===== src/rtl/core/dnc_pkg.sv =====
package dnc_pkg;

   localparam int CFG_BITS = 12;
   localparam int SAMPLE_PORT_BITS = 16;
   localparam int MASK_BITS = 8;
   localparam int CSR_INDEX_BITS = 2;
   localparam int THR_SHIFT = 4;

   localparam logic [CSR_INDEX_BITS-1:0] CSR_THRESHOLD = 2'd0;
   localparam logic [CSR_INDEX_BITS-1:0] CSR_IMAGE_WIDTH = 2'd1;
   localparam logic [CSR_INDEX_BITS-1:0] CSR_IMAGE_HEIGHT = 2'd2;

   localparam logic [CFG_BITS-1:0] THRESHOLD_RESET = 12'd12;
   localparam logic [CFG_BITS-1:0] IMAGE_WIDTH_RESET = 12'd640;
   localparam logic [CFG_BITS-1:0] IMAGE_HEIGHT_RESET = 12'd480;

   localparam logic [MASK_BITS-1:0] MASK_FLAT = 8'd0;
   localparam logic [MASK_BITS-1:0] MASK_EDGE = 8'd255;

   localparam int MIN_SIZE = 4;

   typedef logic [CFG_BITS-1:0] cfg_type;

endpackage


===== src/rtl/core/dnc_window.sv =====
module dnc_window import dnc_pkg::*; #(
   parameter int SAMPLE_BITS = 16
) (
   input  logic                   clock,
   input  logic                   reset,
   input  logic                   shift_en,
   input  logic [SAMPLE_BITS-1:0] top,
   input  logic [SAMPLE_BITS-1:0] mid,
   input  logic [SAMPLE_BITS-1:0] sample,
   input  cfg_type                threshold,
   output logic                   edge_hit
);

   localparam int DIFF_BITS = SAMPLE_BITS + 1;
   localparam int CMP_BITS = (DIFF_BITS > CFG_BITS + THR_SHIFT) ? DIFF_BITS
                                                                : CFG_BITS + THR_SHIFT;

   logic [SAMPLE_BITS-1:0] win_ff [6];
   logic [SAMPLE_BITS-1:0] win_in [6];
   logic [SAMPLE_BITS-1:0] nb [8];
   logic [SAMPLE_BITS-1:0] ctr;
   logic [DIFF_BITS-1:0]   diff [8];
   logic [DIFF_BITS-1:0]   mag [8];
   logic [CMP_BITS-1:0]    limit;
   logic [7:0]             over;

   always_comb begin
      win_in[0] = win_ff[3];
      win_in[1] = win_ff[4];
      win_in[2] = win_ff[5];
      win_in[3] = top;
      win_in[4] = mid;
      win_in[5] = sample;
   end

   always_ff @(posedge clock) begin
      if (reset) begin
         for (int i = 0; i < 6; i++) begin
            win_ff[i] <= '0;
         end
      end else if (shift_en) begin
         for (int i = 0; i < 6; i++) begin
            win_ff[i] <= win_in[i];
         end
      end
   end

   always_comb begin
      ctr = win_ff[4];
      nb[0] = win_ff[0];
      nb[1] = win_ff[1];
      nb[2] = win_ff[2];
      nb[3] = win_ff[3];
      nb[4] = win_ff[5];
      nb[5] = top;
      nb[6] = mid;
      nb[7] = sample;
      limit = CMP_BITS'({threshold, THR_SHIFT'(0)});
      for (int k = 0; k < 8; k++) begin
         diff[k] = {nb[k][SAMPLE_BITS-1], nb[k]} - {ctr[SAMPLE_BITS-1], ctr};
         mag[k] = diff[k][DIFF_BITS-1] ? (~diff[k] + DIFF_BITS'(1)) : diff[k];
         over[k] = (CMP_BITS'(mag[k]) >= limit);
      end
   end

   assign edge_hit = |over;

endmodule


===== config.mk =====
export PLATFORM = sky130hd
export DESIGN_NAME = dnc_window
export DESIGN_NICKNAME = d
export VERILOG_FILES = /design/src/rtl/core/dnc_pkg.sv /design/src/rtl/core/dnc_window.sv
export SDC_FILE = /design/constraint.sdc
export NUM_CORES = 1
export LEC_CHECK = 0
export ABC_AREA = 1
export BUFFER_PORTS_ARGS = -buffer_cell sky130_fd_sc_hd__buf_4
export CORE_UTILIZATION = 43
export CTS_CLUSTER_DIAMETER = 120
export DETAILED_ROUTE_END_ITERATION = 8
export PLACE_DENSITY = 0.68
export SLEW_MARGIN = 20
export SYNTH_ARGS = -nofsm -noshare
export SYNTH_HDL_FRONTEND = slang
export SYNTH_SLANG_ARGS = --single-unit

===== constraint.sdc =====
create_clock -name clock -period 4.65 [get_ports clock]
set_clock_uncertainty 0.1 [all_clocks]
set_input_delay 0.93 -clock clock [delete_from_list [all_inputs] [get_ports clock]]
set_output_delay 0.93 -clock clock [all_outputs]
set_load 0.005 [all_outputs]

==> impl_metrics.sql, run 1 <==
INSERT INTO impl_metrics (metric_group, metric, value, unit) VALUES
('logic_synthesis', 'cells_after_synthesis', '2759', ''),
('clock_tree', 'cts_tree', 'yes', ''),
('critical_path', 'endpoint_kind', 'primary output', ''),
('timing', 'grt_setup_unrepaired', 'yes', ''),
('logic_synthesis', 'synth_area_leader_cell', 'sky130_fd_sc_hd__nand2_1', ''),
('logic_synthesis', 'synth.yosys.seq_area_share', '0.173', ''),
('critical_path', 'crit_start', 'win_ff[0][64]', ''),
('logic_synthesis', 'ys_top_cells_by_area', 'sky130_fd_sc_hd__nand2_1, sky130_fd_sc_hd__ha_1, sky130_fd_sc_hd__edfxtp_1', ''),
('final_layout', 'largest_reg_by_ff_count', 'win_ff', ''),
('critical_path', 'critPathRequiredTime', '3.62', 'ns'),
('logic_synthesis', 'synth_seq_cells', '96', ''),
('pwr', 'finalPower', '7.62', 'mW'),
('detailed_routing', 'drc', '0', ''),
('timing', 'finalSetupViolCount', '1', ''),
('floorplan', 'start_util', '0.440', ''),
('pwr', 'cellLeakagePower', '13.7', 'nW'),
('final_layout', 'fillCellCount', '3439', ''),
('detailed_routing', 'total_wire_length', '58200', 'um'),
('placement', 'detailed_place.area', '22600', 'um^2'),
('detailed_routing', 'num_vias', '19800', ''),
('critical_path', 'r2r_setup_slack', '3.37', 'ns'),
('timing', 'maxSlewViolCount', '0', ''),
('hold_path', 'hold_path.class', 'reg -> reg', ''),
('detailed_routing', 'route.detailed.wl_per_inst', '14.6', 'um'),
('detailed_routing', 'drt-vias-per-instance', '4.97', ''),
('pwr', 'powerDensity', '322', 'nW/um^2'),
('placement', 'preCtsSetupSlack', '-0.964', 'ns'),
('critical_path', 'setup.worst_path.class', 'reg -> out', ''),
('outcome', 'status', 'finished, violations left', ''),
('clock_tree', 'cts_buffers', '9', ''),
('critical_path', 'timing.critical_path.mode_cell', 'sky130_fd_sc_hd__nand2_1', ''),
('critical_path', 'crit_slowest_cell', 'sky130_fd_sc_hd__edfxtp_1', ''),
('floorplan', 'design.portCount', '64', ''),
('clock_tree', 'cts_htree_levels', '3', ''),
('detailed_routing', 'final_antenna_net_count', '0', ''),
('floorplan', 'die_x', '199', 'um'),
('job', 'drv_cap', '0', ''),
('timing', 'maxClockFrequency', '177', 'MHz'),
('global_routing', 'grt_start_max_net_pins', '75', ''),
('critical_path', 'setup.worst_path.start_class', 'register', ''),
('global_routing', 'grt.total_usage', '0.294', ''),
('final_layout', 'largest_register_ffs', '96', ''),
('logic_synthesis', 'mappedNetlistNets', '3062', ''),
('critical_path', 'worstPathMaxFanout', '7', ''),
('timing', 'maxSlewHeadroom', '0.333', ''),
('clock_tree', 'hold_buffers', '0', ''),
('critical_path', 'max_stage_delay', '0.46', 'ns'),
('floorplan', 'dieArea', '39600', 'um^2'),
('floorplan', 'floorplan.die.height', '199', 'um'),
('outcome', 'failed_checks', 'setup timing', ''),
('timing', 'final_critical_path_setup_slack', '-1.00', 'ns'),
('detailed_routing', 'dr.first_iter.drc_count', '1622', ''),
('logic_synthesis', 'synth_top_cell_area_share', '0.199', ''),
('critical_path', 'regToRegStartpoint', 'win_ff[0][65]', ''),
('final_layout', 'antenna_cells_inserted', '0', ''),
('clock_tree', 'clk_pin_slew_worst_paths', '0.07', 'ns'),
('pwr', 'ir_drop', '0.254', 'mV'),
('logic_synthesis', 'synth.lib_cells_used.distinct', '38', ''),
('clock_tree', 'worst_skew_pair.late_latency', '0.38', 'ns'),
('clock_tree', 'ctsRootBufferMaster', 'sky130_fd_sc_hd__clkbuf_16', ''),
('clock_tree', 'cts_max_path_buffers', '2', ''),
('timing', 'max_slew.worst_pin.slew', '1.00', 'ns'),
('global_routing', 'vias_in_the_first_global_route', '18800', ''),
('global_routing', 'initial_antenna_violation_count', '0', ''),
('final_layout', 'top_regs', 'win_ff (96)', ''),
('critical_path', 'crit_arrival', '4.62', 'ns'),
('timing', 'post-route-period-util', '1.22', ''),
('final_layout', 'design_area', '23700', 'um^2'),
('logic_synthesis', 'synthesis.yosys.warnings', '0', ''),
('detailed_routing', 'drt-pass1-iter-count', '6', ''),
('global_routing', 'grt-ovfl-total', '0', '');
==> area by class of cell <==
cell class | instances | area [um^2] | share of cell area
well taps | 511 | 639 | 0.0270
clock inverters | 6 | 35.0 | 0.00148
repair buffers | 705 | 5530 | 0.233
flip-flops and latches | 96 | 2880 | 0.122
inverters | 537 | 2020 | 0.0852
clock buffers | 10 | 229 | 0.00966
multi-input cells | 2113 | 12400 | 0.522
==> worst max-delay path, delay by kind of cell, from the launching register on <==
family	cells	cell delay, ns
and+or+nand+nor	18	1.68
buffers and inverters	8	0.98
adders and majority gates	3	0.87
DFF	1	0.46
xor gates and xnor gates	2	0.27
==> synth_stat cells, drive strengths merged <==
library cell  count
a21oi           126
xor2             99
nand3           209
clkbuf           10
nand2           904
or2               6
nor3             26
o21ai            40
and2             10
and3              4
buf               3
nand4            44
o31ai             1
nor2            314
clkinv            1
inv             536
nand3b           23
a31oi             5
edfxtp           96
a21o              5
nor4              9
o21a              2
fa                8
ha              232
o21bai           12
xnor2            33
nor3b             1
==> worst paths after layout <==
check | endpoint | cells past startpoint
max | edge_hit | 31
max reg2reg | win_ff[0][17] | 4
min reg2reg | win_ff[0][47] | 2
min | win_ff[0][47] | 2
==> layout by cell type, fill, tap and decap left out, types with 10 or more instances in the layout <==
| master | count |
|---|---|
| sky130_fd_sc_hd__nand2_1 | 849 |
| sky130_fd_sc_hd__buf_4 | 683 |
| sky130_fd_sc_hd__inv_1 | 523 |
| sky130_fd_sc_hd__nor2_1 | 283 |
| sky130_fd_sc_hd__ha_1 | 220 |
| sky130_fd_sc_hd__nand3_1 | 191 |
| sky130_fd_sc_hd__a21oi_1 | 112 |
| sky130_fd_sc_hd__edfxtp_1 | 96 |
| sky130_fd_sc_hd__xor2_1 | 89 |
| sky130_fd_sc_hd__nand2_2 | 52 |
| sky130_fd_sc_hd__nand4_1 | 44 |
| sky130_fd_sc_hd__nor2_2 | 27 |
| sky130_fd_sc_hd__xnor2_1 | 27 |
| sky130_fd_sc_hd__o21ai_0 | 26 |
| sky130_fd_sc_hd__nand3b_1 | 23 |
| sky130_fd_sc_hd__nor3_1 | 22 |
| sky130_fd_sc_hd__nand3_2 | 17 |
| sky130_fd_sc_hd__buf_12 | 17 |
| sky130_fd_sc_hd__a21oi_2 | 14 |
| sky130_fd_sc_hd__inv_2 | 12 |
| sky130_fd_sc_hd__o21bai_1 | 12 |
| sky130_fd_sc_hd__and2_1 | 10 |
| sky130_fd_sc_hd__o21ai_1 | 10 |
==> stage by stage <==
stage          cells  hold slack (ns)  setup TNS (ns)   util
2_1_floorplan   2759            0.435          -0.218      -
3_3_place_gp    3931            0.477          -0.885  0.596
3_5_place_dp    3931            0.478          -0.964  0.596
4_1_cts         3954            0.499           -1.01  0.606
5_1_grt         3978            0.514           -1.25  0.625
6_report        3978            0.500           -1.00  0.625
==> timing repair <==
action | 4_1_cts | 5_1_grt
gates resized for setup | 24 | 131
setup buffers | 7 | 24
pin swaps | 13 | 62
gates cloned | 0 | 0
endpoints found under the setup margin | 1 | 1
==> power breakdown <==
part           switching, mW  internal, mW  total (mW)  leakage [nW]
clock                  0.350         0.360       0.709         0.130
sequential            0.0284          1.02        1.05          1.05
combinational           3.13          2.73        5.86          12.5
==> routing by layer <==
metal	share of wire	track usage	wire length, um
met1	0.44	0.384	25400
met2	0.46	0.496	26500
met3	0.067	0.0317	3910
met4	0.039	0.112	2270
met5	0	0	0
==> logic make-up after synthesis <==
logic type      Yosys count  synth area share
simple gates           1550             0.387
buf+inv                 550             0.124
fa+ha+maj               240             0.183
compound gates          191            0.0622
xor+xnor                132            0.0710
flops                    96             0.173
No activity file was read; power rests on OpenSTA's default activity.
==> run 2, diff against run 1 <==
- CELL_PAD_IN_SITES_DETAIL_PLACEMENT: not set -> 1
- CELL_PAD_IN_SITES_GLOBAL_PLACEMENT: not set -> 1
- CORE_UTILIZATION: 43 -> 41
- HOLD_SLACK_MARGIN: not set -> 0.15
- PLACE_DENSITY: 0.68 -> 0.86
==> run 2 against run 1 <==
The flow now stops in 5_1_grt; synthesized cell count is the same; synthesized area is the same.
==> impl_metrics.sql, run 2 <==
INSERT INTO impl_metrics (metric_group, metric, value, unit) VALUES
('outcome', 'status', 'stopped before the end', ''),
('outcome', 'flow.stopped_at', '5_1_grt', ''),
('outcome', 'flow.first_error', '[ERROR GRT-0232] Routing congestion too high. Check the congestion heatmap in the GUI.', ''),
('logic_synthesis', 'muxShareOfSynthArea', '0', ''),
('global_routing', 'grt.total_usage', '0.847', ''),
('logic_synthesis', 'synth_area_leader_cell', 'sky130_fd_sc_hd__nand2_1', ''),
('placement', 'post-dp-hpwl', '72200', 'um'),
('logic_synthesis', 'postSynthAreaPerCell', '6.05', 'um^2'),
('logic_synthesis', 'cells_after_synthesis', '2759', ''),
('clock_tree', 'cts_htree_levels', '3', ''),
('logic_synthesis', 'ys.flop_type', 'sky130_fd_sc_hd__edfxtp_1', ''),
('logic_synthesis', 'synth.yosys.seq_area_share', '0.173', ''),
('global_routing', 'grt_start_max_net_pins', '68', ''),
('clock_tree', 'cts_max_path_buffers', '2', ''),
('logic_synthesis', 'ys_async_sr_fraction', '0', ''),
('logic_synthesis', 'synth.lib_cells_used.distinct', '38', ''),
('logic_synthesis', 'synth_seq_cells', '96', ''),
('floorplan', 'die_x', '204', 'um'),
('logic_synthesis', 'synth_top_cells_by_count', 'sky130_fd_sc_hd__nand2_1, sky130_fd_sc_hd__inv_1, sky130_fd_sc_hd__nor2_1, sky130_fd_sc_hd__ha_1, sky130_fd_sc_hd__nand3_1', ''),
('logic_synthesis', 'ys_top_cells_by_area', 'sky130_fd_sc_hd__nand2_1, sky130_fd_sc_hd__ha_1, sky130_fd_sc_hd__edfxtp_1', ''),
('floorplan', 'start_util', '0.418', ''),
('global_routing', 'grt-ovfl-total', '345', ''),
('logic_synthesis', 'compound_cell_area_share_of_the_yosys_netlist', '0.0622', ''),
('placement', 'port_buffers', '63', ''),
('floorplan', 'rows', '73', ''),
('logic_synthesis', 'synth_top_cell_area_share', '0.199', ''),
('logic_synthesis', 'synth-edff-count', '96', ''),
('floorplan', 'floorplan.die.height', '204', 'um'),
('placement', 'detailed_place.area', '22900', 'um^2'),
('clock_tree', 'hold_buffers', '0', ''),
('logic_synthesis', 'synth_top_family_by_area', 'simple AND/OR/NAND/NOR gates', ''),
('logic_synthesis', 'synth-simple-area-share', '0.387', ''),
('clock_tree', 'ctsRootBufferMaster', 'sky130_fd_sc_hd__clkbuf_16', ''),
('logic_synthesis', 'synth_xor_xnor_area_share', '0.0710', ''),
('logic_synthesis', 'synth_fa_ha_area_frac', '0.183', ''),
('logic_synthesis', 'mappedNetlistNets', '3062', ''),
('clock_tree', 'tritoncts_num_sinks', '96', ''),
('timing', 'worst_endpoint_kind', 'output port', ''),
('floorplan', 'design.portCount', '64', ''),
('logic_synthesis', 'cell_with_the_most_instances_after_synthesis', 'sky130_fd_sc_hd__nand2_1', ''),
('logic_synthesis', 'syn_area', '16700', 'um^2'),
('clock_tree', 'cts_buffers', '9', ''),
('logic_synthesis', 'synthesis.yosys.warnings', '0', ''),
('timing', 'worst_endpoint', 'edge_hit', ''),
('placement', 'routabilityCongestion', '0.950', '');
## run 2: metrics by stage
step | TNS, ns | hold slack (ns) | setup WS, ns | instances
2_1_floorplan | -0.218 | 0.435 | -0.218 | 2759
3_3_place_gp | -0.933 | 0.487 | -0.933 | 3969
3_5_place_dp | -1.48 | 0.543 | -1.48 | 3969
4_1_cts | -1.41 | 0.575 | -1.41 | 3995
## run 2: timing repair
action	in CTS
endpoints found under the setup margin	1
pin swaps	22
gates resized for setup	70
setup buffers	10
## run 2: kinds of logic after synthesis
family	after synthesis
flops	96
compound gates	191
fa+ha+maj	240
xor+xnor	132
simple gates	1550
buf+inv	550
## run 2: per-layer routing
metal / track usage / overflow
met1: 0.825 / 11
met3: 0.725 / 12
met4: 0.885 / 121
met5: 0.513 / 0
met2: 0.982 / 201
==> run 3, diff against run 2 <==
- CELL_PAD_IN_SITES_DETAIL_PLACEMENT: 1 -> not set
- CELL_PAD_IN_SITES_GLOBAL_PLACEMENT: 1 -> not set
- CORE_UTILIZATION: 41 -> 28
- CTS_CLUSTER_DIAMETER: 120 -> not set
- HOLD_SLACK_MARGIN: 0.15 -> not set
- PLACE_DENSITY: 0.86 -> not set
- PLACE_DENSITY_LB_ADDON: not set -> 0.15
- clock period: 4.65 -> 6.05 ns (I/O delays scaled with it)
==> run 3 against run 2 <==
The flow now finishes, with violations (setup timing).
==> impl_metrics.sql, run 3 (same netlist as run 1, synthesis figures left out) <==
INSERT INTO impl_metrics (metric_group, metric, value, unit) VALUES
('timing', 'grt_setup_unrepaired', 'yes', ''),
('timing', 'maxClockFrequency', '165', 'MHz'),
('final_layout', 'final_net_count', '3329', ''),
('pwr', 'netSwitchingPower', '2.53', 'mW'),
('final_layout', 'post-route-util', '0.348', ''),
('detailed_routing', 'dr.first_iter.drc_count', '913', ''),
('final_layout', 'final-instance-count-excl-fill', '3804', ''),
('timing', 'final_critical_path_setup_slack', '-0.0206', 'ns'),
('pwr', 'sequentialPowerShare', '0.159', ''),
('final_layout', 'layout.cells.most_common', 'sky130_fd_sc_hd__nand2_1', ''),
('final_layout', 'final_layout_size_suffix_gt1_frac', '0.148', ''),
('final_layout', 'mostFrequentLayoutCells', 'sky130_fd_sc_hd__nand2_1, sky130_fd_sc_hd__inv_1, sky130_fd_sc_hd__nor2_1, sky130_fd_sc_hd__buf_4, sky130_fd_sc_hd__ha_1', ''),
('critical_path', 'path_buf_inv', '19', ''),
('critical_path', 'crit_slowest_cell', 'sky130_fd_sc_hd__fa_2', ''),
('timing', 'max_slew.worst_pin.slew', '0.951', 'ns'),
('critical_path', 'critPathRequiredTime', '4.74', 'ns'),
('timing', 'post-route-period-util', '1.00', ''),
('detailed_routing', 'drc', '0', ''),
('floorplan', 'design.portCount', '64', ''),
('timing', 'maxSlewHeadroom', '0.366', ''),
('detailed_routing', 'total_wire_length', '58300', 'um'),
('hold_path', 'hold_path.class', 'reg -> reg', ''),
('critical_path', 'endpoint_kind', 'primary output', ''),
('timing', 'layout_min_cycle_time', '6.07', 'ns'),
('floorplan', 'floorplan.die.height', '246', 'um'),
('clock_tree', 'ctsRootBufferMaster', 'sky130_fd_sc_hd__clkbuf_16', ''),
('job', 'drv_cap', '0', ''),
('floorplan', 'core_area', '59000', 'um^2'),
('critical_path', 'timing.critical_path.mode_cell', 'sky130_fd_sc_hd__buf_4', ''),
('placement', 'routabilityCongestion', '0.864', ''),
('global_routing', 'grt.total_usage', '0.192', ''),
('timing', 'maxSlewViolCount', '0', ''),
('detailed_routing', 'drt-vias-per-instance', '4.61', ''),
('pwr', 'cellLeakagePower', '11.5', 'nW'),
('global_routing', 'grt_start_max_net_pins', '64', ''),
('floorplan', 'die_x', '246', 'um'),
('critical_path', 'crit_arrival', '4.76', 'ns'),
('critical_path', 'critPathTopFamily', 'buffers and inverters', ''),
('pwr', 'share_comb_of_total_power', '0.718', ''),
('floorplan', 'start_util', '0.283', ''),
('final_layout', 'syn2layout_area_growth', '22.9', '%'),
('pwr', 'ir_drop', '0.138', 'mV'),
('detailed_routing', 'drt-pass1-iter-count', '5', ''),
('global_routing', 'grt-ovfl-total', '0', ''),
('placement', 'post_placement_cell_count', '3747', ''),
('global_routing', 'initial_antenna_violation_count', '2', ''),
('floorplan', 'rows', '89', ''),
('clock_tree', 'cts_buffers', '9', ''),
('global_routing', 'grt_first_pass_wirelength', '89800', 'um'),
('critical_path', 'setup.worst_path.start_class', 'primary input', ''),
('hold_path', 'hold_path_depth', '2', ''),
('final_layout', 'largest_register_ffs', '96', ''),
('hold_path', 'worst_hold_startpoint', 'win_ff[0][55]', ''),
('hold_path', 'worstHoldEndpoint', 'win_ff[0][7]', ''),
('pwr', 'switching_share', '0.495', ''),
('floorplan', 'dieArea', '60600', 'um^2'),
('final_layout', 'largest_reg_by_ff_count', 'win_ff', ''),
('clock_tree', 'cts_htree_levels', '3', ''),
('clock_tree', 'tritoncts_num_sinks', '96', ''),
('final_layout', 'antenna_cells_inserted', '0', ''),
('clock_tree', 'clk_pin_slew_worst_paths', '0.08', 'ns'),
('outcome', 'failed_checks', 'setup timing', ''),
('detailed_routing', 'num_vias', '17500', ''),
('detailed_routing', 'final_antenna_net_count', '0', ''),
('critical_path', 'max_stage_delay', '0.58', 'ns'),
('clock_tree', 'cts_max_path_buffers', '2', ''),
('global_routing', 'vias_in_the_first_global_route', '16900', ''),
('detailed_routing', 'route.detailed.wl_per_inst', '15.3', 'um'),
('critical_path', 'regToRegStartpoint', 'win_ff[0][74]', ''),
('critical_path', 'rr_worst_depth', '4', ''),
('critical_path', 'r2r_setup_slack', '4.81', 'ns'),
('timing', 'finalSetupViolCount', '1', ''),
('clock_tree', 'worst_skew_pair.late_latency', '0.38', 'ns'),
('final_layout', 'fillCellCount', '6498', ''),
('critical_path', 'setup.worst_path.class', 'in -> out', ''),
('placement', 'post-dp-hpwl', '48200', 'um'),
('placement', 'preCtsSetupSlack', '-0.193', 'ns'),
('final_layout', 'top_regs', 'win_ff (96)', ''),
('pwr', 'power_report.internal_total', '2.58', 'mW'),
('timing', 'report.final.hold_viol_count', '0', ''),
('clock_tree', 'cts_tree', 'yes', ''),
('outcome', 'status', 'finished, violations left', ''),
('critical_path', 'worstPathMaxFanout', '2', ''),
('critical_path', 'regToRegEndpoint', 'win_ff[0][26]', ''),
('placement', 'port_buffers', '63', ''),
('pwr', 'powerDensity', '249', 'nW/um^2'),
('pwr', 'share_clk_of_total_power', '0.123', ''),
('pwr', 'finalPower', '5.11', 'mW');
-- run 3: per-layer routing --
layer | track usage | share of wire | wire (um) | vias up
met5 | 0 | 0.00021 | 12 | -
met4 | 0.0564 | 0.025 | 1470 | 2
li1 | - | - | - | 9236
met2 | 0.313 | 0.44 | 25900 | 293
met3 | 0.0199 | 0.032 | 1890 | 62
met1 | 0.266 | 0.50 | 29100 | 7937
-- run 3: repair_timing --
action,in CTS,in global routing
hold buffers,0,0
pin swaps,30,43
gates resized for setup,45,89
setup buffers,26,15
endpoints found under the setup margin,1,1
-- run 3: power by group through the flow --
stage	clock network, mW	logic (mW)	registers [mW]
final	0.629	3.67	0.811
after global placement	0	3.42	0.824
after detailed placement	0	3.46	0.824
after global routing	0.660	4.16	0.816
after CTS	0.643	3.56	0.809
after floorplan	0	2.41	0.815
-- run 3: final cells by class --
cell class,count,area (um^2),area share
Clock buffer,9,225,0.0110
Clock inverter,7,78.8,0.00384
Inverter,537,2040,0.0995
Multi-Input combinational cell,2113,12200,0.596
Sequential cell,96,2880,0.140
Tap cell,773,967,0.0471
Timing Repair Buffer,269,2100,0.102
-- run 3: through the flow --
| stage | TNS, ns | cell area (um^2) | hold slack [ns] |
|---|---|---|---|
| 5_1_grt | -0.255 | 20500 | 0.538 |
| 3_3_place_gp | -0.161 | 19400 | 0.477 |
| 3_5_place_dp | -0.193 | 19400 | 0.474 |
| 4_1_cts | -0.0456 | 20000 | 0.491 |
| 6_report | -0.0206 | 20500 | 0.492 |
| 2_1_floorplan | 0 | 16700 | 0.435 |
-- run 3: worst max path at each step --
| stage | start | cells past startpoint | slack, ns | end |
|---|---|---|---|---|
| floorplan | sample[0] | 32 | 0.55 | edge_hit |
| global placement | top[0] | 32 | -0.16 | edge_hit |
| detailed placement | mid[0] | 31 | -0.19 | edge_hit |
| CTS | mid[0] | 29 | -0.05 | edge_hit |
| global route | mid[0] | 29 | -0.25 | edge_hit |
| finish | mid[0] | 29 | -0.02 | edge_hit |
-- run 3: worst reg2reg max path, stage by stage, from the launching register on --
cell                         delay [ns]
sky130_fd_sc_hd__edfxtp_1          0.41
sky130_fd_sc_hd__clkinvlp_4        0.14
sky130_fd_sc_hd__buf_4             0.12
sky130_fd_sc_hd__buf_4             0.15
sky130_fd_sc_hd__nor2_1            0.06
